--- config.mk ---
export PLATFORM = sky130hd
export DESIGN_NAME = ir_remote_code_word_builder
export DESIGN_NICKNAME = d
export VERILOG_FILES = /design/src/hw/rtl/irb_pkg.sv /design/src/hw/rtl/ir_remote_code_word_builder.sv /design/src/hw/rtl/irb_in_stage.sv /design/src/hw/rtl/irb_encode.sv /design/src/hw/rtl/irb_out_stage.sv
export SDC_FILE = /design/constraint.sdc
export NUM_CORES = 1
export LEC_CHECK = 0
export BUFFER_PORTS_ARGS = -buffer_cell sky130_fd_sc_hd__buf_2
export CAP_MARGIN = 20
export CORE_AREA = 2 2 96 98
export DETAILED_ROUTE_END_ITERATION = 10
export DIE_AREA = 0 0 98 100
export MAX_ROUTING_LAYER = met4
export PLACE_DENSITY = 0.74
export SLEW_MARGIN = 15
export SYNTH_ARGS = -nofsm -noshare
export SYNTH_HDL_FRONTEND = slang
export SYNTH_HIERARCHICAL = 1
export SYNTH_SLANG_ARGS = --single-unit
--- constraint.sdc ---
create_clock -name clk -period 3.5 [get_ports clk]
set_input_delay 0.7 -clock clk [delete_from_list [all_inputs] [get_ports clk]]
set_output_delay 0.7 -clock clk [all_outputs]
set_load 0.03 [all_outputs]
--- src/hw/rtl/irb_pkg.sv ---
`timescale 1ns / 1ps
// ----------------------------------------------------------------------------
// irb_pkg
// shared types and codes for the ir code word builder
// ----------------------------------------------------------------------------
package irb_pkg;

  localparam int unsigned ByteW     = 8;
  localparam int unsigned SelW      = 4;
  localparam int unsigned FamW      = 3;
  localparam int unsigned WordW     = 32;
  localparam int unsigned BitCountW = 6;
  localparam int unsigned InDataW   = 4 * ByteW;
  localparam int unsigned OutDataW  = 40;
  localparam int unsigned OutUserW  = 1 + FamW;

  typedef enum logic [SelW-1:0] {
    PROTO_NEC       = 4'd0,
    PROTO_NECEXT    = 4'd1,
    PROTO_SAMSUNG32 = 4'd2,
    PROTO_RC5       = 4'd3,
    PROTO_RC5X      = 4'd4,
    PROTO_RC6       = 4'd5,
    PROTO_SIRC      = 4'd6,
    PROTO_SIRC15    = 4'd7,
    PROTO_SIRC20    = 4'd8,
    PROTO_JVC       = 4'd9,
    PROTO_LG        = 4'd10
  } proto_t;

  typedef enum logic [FamW-1:0] {
    FAM_UNKNOWN = 3'd0,
    FAM_NEC     = 3'd1,
    FAM_SAMSUNG = 3'd2,
    FAM_RC5     = 3'd3,
    FAM_RC6     = 3'd4,
    FAM_SONY    = 3'd5,
    FAM_JVC     = 3'd6,
    FAM_LG      = 3'd7
  } family_t;

  typedef struct packed {
    logic [SelW-1:0]  protocol_select;
    logic [ByteW-1:0] address_low;
    logic [ByteW-1:0] address_high;
    logic [ByteW-1:0] command_low;
    logic [ByteW-1:0] command_high;
  } in_item_t;

  typedef struct packed {
    logic                 ok;
    logic [FamW-1:0]      family_code;
    logic [WordW-1:0]     code_word;
    logic [BitCountW-1:0] bit_count;
  } out_item_t;

endpackage

--- src/hw/rtl/ir_remote_code_word_builder.sv ---
`timescale 1ns / 1ps
// ----------------------------------------------------------------------------
// ir_remote_code_word_builder
// builds the on-air ir code word for a selected remote protocol
// ----------------------------------------------------------------------------
// Usage:
//   The slave-side channel takes one request per transfer: the protocol
//   selector in in_tuser and the address and command bytes in in_tdata.
//   The master-side channel returns one result per request, in order:
//   ok flag and family code in out_tuser, code word and bit count in
//   out_tdata. An unknown selector gives ok low and all other fields zero.
//   A request passes through the input register, then the encoding logic
//   into the result register, before its result transfer is offered.
//   Throughput is one transfer per cycle while out_tready stays high; each
//   stage takes a new item in the same cycle its old one moves on.
//   Reset (rst_n low, synchronous) empties both stages; no result is shown
//   afterwards until a new request arrives.
//   While out_tready is low the result is held; an empty input register
//   still takes one request, then in_tready stays low until the result moves.
// ----------------------------------------------------------------------------
module ir_remote_code_word_builder (
  input  logic                             clk,
  input  logic                             rst_n,
  input  logic                             in_tvalid,
  output logic                             in_tready,
  // address_low, address_high, command_low, command_high
  input  logic [irb_pkg::InDataW-1:0]      in_tdata,
  // protocol_select
  input  logic [irb_pkg::SelW-1:0]         in_tuser,
  output logic                             out_tvalid,
  input  logic                             out_tready,
  // code_word, bit_count, zero pad
  output logic [irb_pkg::OutDataW-1:0]     out_tdata,
  // ok, family_code
  output logic [irb_pkg::OutUserW-1:0]     out_tuser
);

  logic               item_valid;
  logic               res_ready;
  irb_pkg::in_item_t  item;
  irb_pkg::out_item_t res;

  irb_in_stage u_in_stage (
    .clk        (clk),
    .rst_n      (rst_n),
    .in_tvalid  (in_tvalid),
    .in_tready  (in_tready),
    .in_tdata   (in_tdata),
    .in_tuser   (in_tuser),
    .next_ready (res_ready),
    .item_valid (item_valid),
    .item       (item)
  );

  irb_encode u_encode (
    .item (item),
    .res  (res)
  );

  irb_out_stage u_out_stage (
    .clk        (clk),
    .rst_n      (rst_n),
    .res_valid  (item_valid),
    .res_ready  (res_ready),
    .res        (res),
    .out_tvalid (out_tvalid),
    .out_tready (out_tready),
    .out_tdata  (out_tdata),
    .out_tuser  (out_tuser)
  );

endmodule

--- src/hw/rtl/irb_in_stage.sv ---
`timescale 1ns / 1ps
// ----------------------------------------------------------------------------
// irb_in_stage
// input register: captures one transfer from the slave-side channel
// ----------------------------------------------------------------------------
module irb_in_stage (
  input  logic                            clk,
  input  logic                            rst_n,
  input  logic                            in_tvalid,
  output logic                            in_tready,
  input  logic [irb_pkg::InDataW-1:0]     in_tdata,
  input  logic [irb_pkg::SelW-1:0]        in_tuser,
  input  logic                            next_ready,
  output logic                            item_valid,
  output irb_pkg::in_item_t               item
);

  logic              valid_r;
  logic              valid_nxt;
  irb_pkg::in_item_t item_r;

  assign in_tready  = !valid_r || next_ready;
  assign item_valid = valid_r;
  assign item       = item_r;

  always_comb begin
    valid_nxt = valid_r;
    if (in_tready) begin
      valid_nxt = in_tvalid;
    end
  end

  always_ff @(posedge clk) begin
    if (!rst_n) begin
      valid_r <= 1'b0;
    end else begin
      valid_r <= valid_nxt;
    end
  end

  always_ff @(posedge clk) begin
    if (in_tvalid && in_tready) begin
      item_r.protocol_select <= in_tuser;
      item_r.address_low     <= in_tdata[7:0];
      item_r.address_high    <= in_tdata[15:8];
      item_r.command_low     <= in_tdata[23:16];
      item_r.command_high    <= in_tdata[31:24];
    end
  end

endmodule

--- src/hw/rtl/irb_encode.sv ---
`timescale 1ns / 1ps
// ----------------------------------------------------------------------------
// irb_encode
// per-protocol bit packing, reversal and checksum
// ----------------------------------------------------------------------------
module irb_encode (
  input  irb_pkg::in_item_t  item,
  output irb_pkg::out_item_t res
);

  logic [7:0]  a0;
  logic [7:0]  a1;
  logic [7:0]  c0;
  logic [7:0]  c1;
  logic [7:0]  ra;
  logic [7:0]  rc;
  logic [15:0] rext;
  logic [11:0] sirc12;
  logic [14:0] sirc15;
  logic [19:0] sirc20;
  logic [15:0] jvc16;
  logic [3:0]  chk;

  assign a0 = item.address_low;
  assign a1 = item.address_high;
  assign c0 = item.command_low;
  assign c1 = item.command_high;

  always_comb begin
    ra     = {<<{a0}};
    rc     = {<<{c0}};
    rext   = {<<{{a1, a0}}};
    sirc12 = {<<{{a0[4:0], c0[6:0]}}};
    sirc15 = {<<{{a0, c0[6:0]}}};
    sirc20 = {<<{{a1[4:0], a0, c0[6:0]}}};
    jvc16  = {<<{{c0, a0}}};
    chk    = a0[7:4] + a0[3:0] + c0[7:4] + c0[3:0] + c1[7:4] + c1[3:0];

    res.ok          = 1'b1;
    res.family_code = irb_pkg::FAM_UNKNOWN;
    res.code_word   = '0;
    res.bit_count   = '0;
    unique case (item.protocol_select)
      irb_pkg::PROTO_NEC: begin
        res.family_code = irb_pkg::FAM_NEC;
        res.bit_count   = 6'd32;
        res.code_word   = {ra, ~ra, rc, ~rc};
      end
      irb_pkg::PROTO_NECEXT: begin
        res.family_code = irb_pkg::FAM_NEC;
        res.bit_count   = 6'd32;
        res.code_word   = {rext, rc, ~rc};
      end
      irb_pkg::PROTO_SAMSUNG32: begin
        res.family_code = irb_pkg::FAM_SAMSUNG;
        res.bit_count   = 6'd32;
        res.code_word   = {ra, ra, rc, ~rc};
      end
      irb_pkg::PROTO_RC5: begin
        res.family_code = irb_pkg::FAM_RC5;
        res.bit_count   = 6'd12;
        res.code_word   = {21'd0, a0[4:0], c0[5:0]};
      end
      irb_pkg::PROTO_RC5X: begin
        res.family_code = irb_pkg::FAM_RC5;
        res.bit_count   = 6'd13;
        res.code_word   = {20'd0, a0[4:0], c0[6:0]};
      end
      irb_pkg::PROTO_RC6: begin
        res.family_code = irb_pkg::FAM_RC6;
        res.bit_count   = 6'd20;
        res.code_word   = {16'd0, a0, c0};
      end
      irb_pkg::PROTO_SIRC: begin
        res.family_code = irb_pkg::FAM_SONY;
        res.bit_count   = 6'd12;
        res.code_word   = {20'd0, sirc12};
      end
      irb_pkg::PROTO_SIRC15: begin
        res.family_code = irb_pkg::FAM_SONY;
        res.bit_count   = 6'd15;
        res.code_word   = {17'd0, sirc15};
      end
      irb_pkg::PROTO_SIRC20: begin
        res.family_code = irb_pkg::FAM_SONY;
        res.bit_count   = 6'd20;
        res.code_word   = {12'd0, sirc20};
      end
      irb_pkg::PROTO_JVC: begin
        res.family_code = irb_pkg::FAM_JVC;
        res.bit_count   = 6'd16;
        res.code_word   = {16'd0, jvc16};
      end
      irb_pkg::PROTO_LG: begin
        res.family_code = irb_pkg::FAM_LG;
        res.bit_count   = 6'd28;
        res.code_word   = {4'd0, a0, c1, c0, chk};
      end
      default: begin
        res.ok = 1'b0;
      end
    endcase
  end

endmodule

--- src/hw/rtl/irb_out_stage.sv ---
`timescale 1ns / 1ps
// ----------------------------------------------------------------------------
// irb_out_stage
// result register driving the master-side channel
// ----------------------------------------------------------------------------
module irb_out_stage (
  input  logic                             clk,
  input  logic                             rst_n,
  input  logic                             res_valid,
  output logic                             res_ready,
  input  irb_pkg::out_item_t               res,
  output logic                             out_tvalid,
  input  logic                             out_tready,
  output logic [irb_pkg::OutDataW-1:0]     out_tdata,
  output logic [irb_pkg::OutUserW-1:0]     out_tuser
);

  logic               valid_r;
  logic               valid_nxt;
  irb_pkg::out_item_t res_r;

  assign res_ready  = !valid_r || out_tready;
  assign out_tvalid = valid_r;
  assign out_tdata  = {2'd0, res_r.bit_count, res_r.code_word};
  assign out_tuser  = {res_r.family_code, res_r.ok};

  always_comb begin
    valid_nxt = valid_r;
    if (res_ready) begin
      valid_nxt = res_valid;
    end
  end

  always_ff @(posedge clk) begin
    if (!rst_n) begin
      valid_r <= 1'b0;
    end else begin
      valid_r <= valid_nxt;
    end
  end

  always_ff @(posedge clk) begin
    if (res_valid && res_ready) begin
      res_r <= res;
    end
  end

endmodule

* Yosys cells after proc, flatten, opt, wreduce, memory -nomap -nowiden
Index checks and enable logic that the tools add are counted.
** Storage, ports and cells
- Word-level logic and storage cells :: 38
- Bits in registers :: 80
- Bits of input ports :: 40
** Cells by class
- Bitwise logic cells :: 2
- Reductions and logical operators :: 8
- Multiplexer cells :: 2
- Equal/unequal tests :: 10
- Add/sub/neg operators :: 5
** Operator list (count)
- case mux 41 bit (11 select lines) :: 1
- adder 4 bit :: 5
- == test 4 x 3 -> 1 bit, second input constant :: 4
- inverter 8 bit :: 2
- == test 4 bit, second input constant :: 3
- OR reduction 11 bit :: 1
- == test 4 x 2 -> 1 bit, second input constant :: 2
- == test 4 x 1 -> 1 bit, second input constant :: 1
- logical NOT 4 bit :: 1
- logical AND 1 bit :: 2
- logical NOT 1 bit :: 2
- logical OR 1 bit :: 2
- two-way mux 1 bit :: 1

* Depth between registers and ports, before layout
- Depth after elaboration :: 6
- Gate-level depth with buffers :: 13
- Depth with buffers taken out :: 12

* Modules after synthesis
Netlist, hierarchy kept.
** By module, submodules not included
- irb_encode :: instances 1, area an instance 1796.7 sq um, cells an instance 251
- irb_out_stage :: instances 1, area an instance 1337.5 sq um, cells an instance 50
- irb_in_stage :: instances 1, area an instance 1138.6 sq um, cells an instance 41

* Worst setup path after synthesis
OpenSTA, ideal clock, no wires.
- Kind :: reg-to-reg
- Start :: reg u_in_stage.item_r, in the netlist u_in_stage/item[14]
- End :: reg u_out_stage.res_r, in the netlist u_out_stage/out_tdata[3], data pin
- Library setup time :: 259 ps
- Stages on the path, launching flop included :: 11
- Buffers on the path :: 0
- Setup slack :: 202 ps
- Data arrival time :: 3039 ps
- Cells stage by stage :: edfxtp_1 > fa_1 > inv_1 > fa_1 > inv_1 > fa_1 > ha_1 > xor2_1 > xnor2_1 > xnor3_1 > a211o_1
** RTL lines
- start: declaration :: RTL line irb_in_stage.sv:20 : irb_pkg::in_item_t item_r;
- end signal: assignment :: RTL line irb_out_stage.sv:44 : res_r <= res;
- end: declaration :: RTL line irb_out_stage.sv:20 : irb_pkg::out_item_t res_r;

==> flow_summary.ini <==
[outcome]
status = completed

[placement]
dpl.hpwl_mm = 7.00
dp.cells = 516
pre_cts_slack_ps = 94.4
port_buffers = 83
gp_congestion = 0.934

[logic_synthesis]
synth-edff-count = 78
synthArstFlopShare = 0
netlist_instances = 342
yosysUniqueCellTypes = 61
syn_area_per_cell_um2 = 12.5
yosysWarnings = 6
ys_seq_area_frac = 0.558
ys.flop_type = edfxtp_1
ys_ff_latch = 80
netlist_area_um2 = 4270

[power]
ir_worst_vdd_uv = 300
power_leakage_nw = 1.92
p_per_area_nw_per_um2 = 464

[cts]
clockBufferDepth = 2
cts_sinks = 80
clkSlewWorstSetupHoldPaths_ps = 80
htree_levels = 3
cts_root_buf = clkbuf_8
post_cts_resized = 0
cts_buffers = 9
clock_latency_ps = 350
cts_hold_buf = 0
cts_tree = done
post-cts-setup-buffers = 0

[routing]
routed_wl_mm = 10.2
wl_met2_mm = 4.76
wl_met3_um = 905
firstDrtPassIters = 8
ant_nets = 0
drt_iter0_markers = 469
vias = 3199
dr.max_layer_used = met4
drcViolationCount = 0
viasPerCell = 6.01
wl_per_cell_um = 19.2
wl_met1_mm = 4.22

[final_layout]
antenna_cells = 0
layout_common_cells = buf_2, edfxtp_1, a22oi_1
final_cells = 532
area_growth_pct = 16.1
layout_commonest_cell = buf_2
nets = 468
drive_above_1_share = 0.311

[sta]
period_needed_ps = 3370
fin_ws_ps = 133
rsz0062_at_grt = false
fin_crit_sh = 0.962
skew_ps = 10.7
whs_ps = 505
fin_setup_tns_ps = 0
drv_slew = 0
hold_viol = 0
max_freq_mhz = 297
setup_viol = 0
max_slew_margin = 0.298
worst_pin_slew_ps = 1050

[global_route]
first_global_vias = 3032
grt_usage = 0.218
antenna_found_initial = 0
grt_first_pass_wirelength_mm = 16.0
grt-ovfl-total = 0
grt_max_degree = 43

[floorplanning]
ios = 86
initial_utilization = 0.481
rows = 35
die_x_um = 98
fp.coreArea_um2 = 8890
die-area_um2 = 9800
die_height_um = 100

[worst_hold_path]
hp-class = reg2reg

[worst_setup_path]
crit_path_start_kind = flip-flop
worstPathMaxFanout = 2
cp-end-kind = flip-flop
cp.required_ps = 3600
arrival_ps = 3470
crit_type = reg2reg

[job]
cap_viol_max_count = 0
state kept, by name, indices dropped and copies added (netlist names):
register	cells
u_out_stage/out_tvalid	1
u_in_stage/item_valid	1
u_out_stage/out_tdata	38
u_out_stage/out_tuser	4
u_in_stage/item	36
power breakdown:
part           switching, mW  internal, mW  total, mW  leakage, nW
registers             0.0488          1.12       1.17        0.764
clock network          0.356         0.338      0.694       0.0998
logic                  0.256         0.180      0.436         1.06
critical path, stage by stage (launching register included):
cell and delay (ps):
edfxtp_1 440, fa_1 550, inv_1 60, fa_1 530, inv_1 50, fa_1 480, ha_1 160, xor2_1 190
xnor2_1 150, xnor3_1 230, a211o_1 290
worst paths after layout:
kind,start,endpoint,slack [ps],cells past startpoint
min reg2reg,u_in_stage/item_valid,u_out_stage/out_tvalid,500,2
max reg2reg,u_in_stage/item[14],u_out_stage/out_tdata[3],130,10
max,u_in_stage/item[14],u_out_stage/out_tdata[3],130,10
min,u_in_stage/item_valid,u_out_stage/out_tvalid,500,2
cells in the mapped netlist, drive strengths merged, types with 7 or more instances:
master / number / area [um^2]
edfxtp: 78 / 2340
a22oi: 28 / 210
nand2: 24 / 92.6
buf: 23 / 144
inv: 19 / 71.3
clkbuf: 14 / 53.8
nand3: 13 / 65.1
fa: 10 / 200
o21ai: 10 / 50.0
nand2b: 8 / 65.1
nor2: 8 / 32.5
a21oi: 7 / 35.0
a22o: 7 / 61.3
and2: 7 / 48.8
o211ai: 7 / 52.6
cell families after synthesis:
logic type | share of synthesized area
multiplexers | 0.0170
adder cells (fa/ha/maj) | 0.0527
buffers and inverters | 0.0630
XOR/XNOR | 0.0237
flip-flops | 0.558
other | 0.000878
AO/OA/AOI/OAI | 0.165
AND/OR/NAND/NOR | 0.120
cell type report:
type	count	area (um^2)
Tap cell	111	139
Fill cell	763	3930
Timing Repair Buffer	99	536
Sequential cell	80	2380
Inverter	19	71.3
Clock inverter	7	78.8
Clock buffer	9	124
Multi-Input combinational cell	207	1630
metrics by stage:
step | total power, mW | cell area, um^2 | utilization
final | 2.30 | 4960 | 0.558
after global placement | 1.61 | 4760 | 0.535
after detailed placement | 1.63 | 4760 | 0.535
after CTS | 2.31 | 4960 | 0.558
after floorplan | 1.49 | 4280 | -
after global routing | 2.41 | 4960 | 0.558
routing by layer:
metal  global-route usage  up-vias
met1                0.285     1534
met2                0.335      188
met3               0.0453       35
met5                    -        -
li1                     -     1442
met4               0.0887        0
No activity file was read; power rests on OpenSTA's default activity.
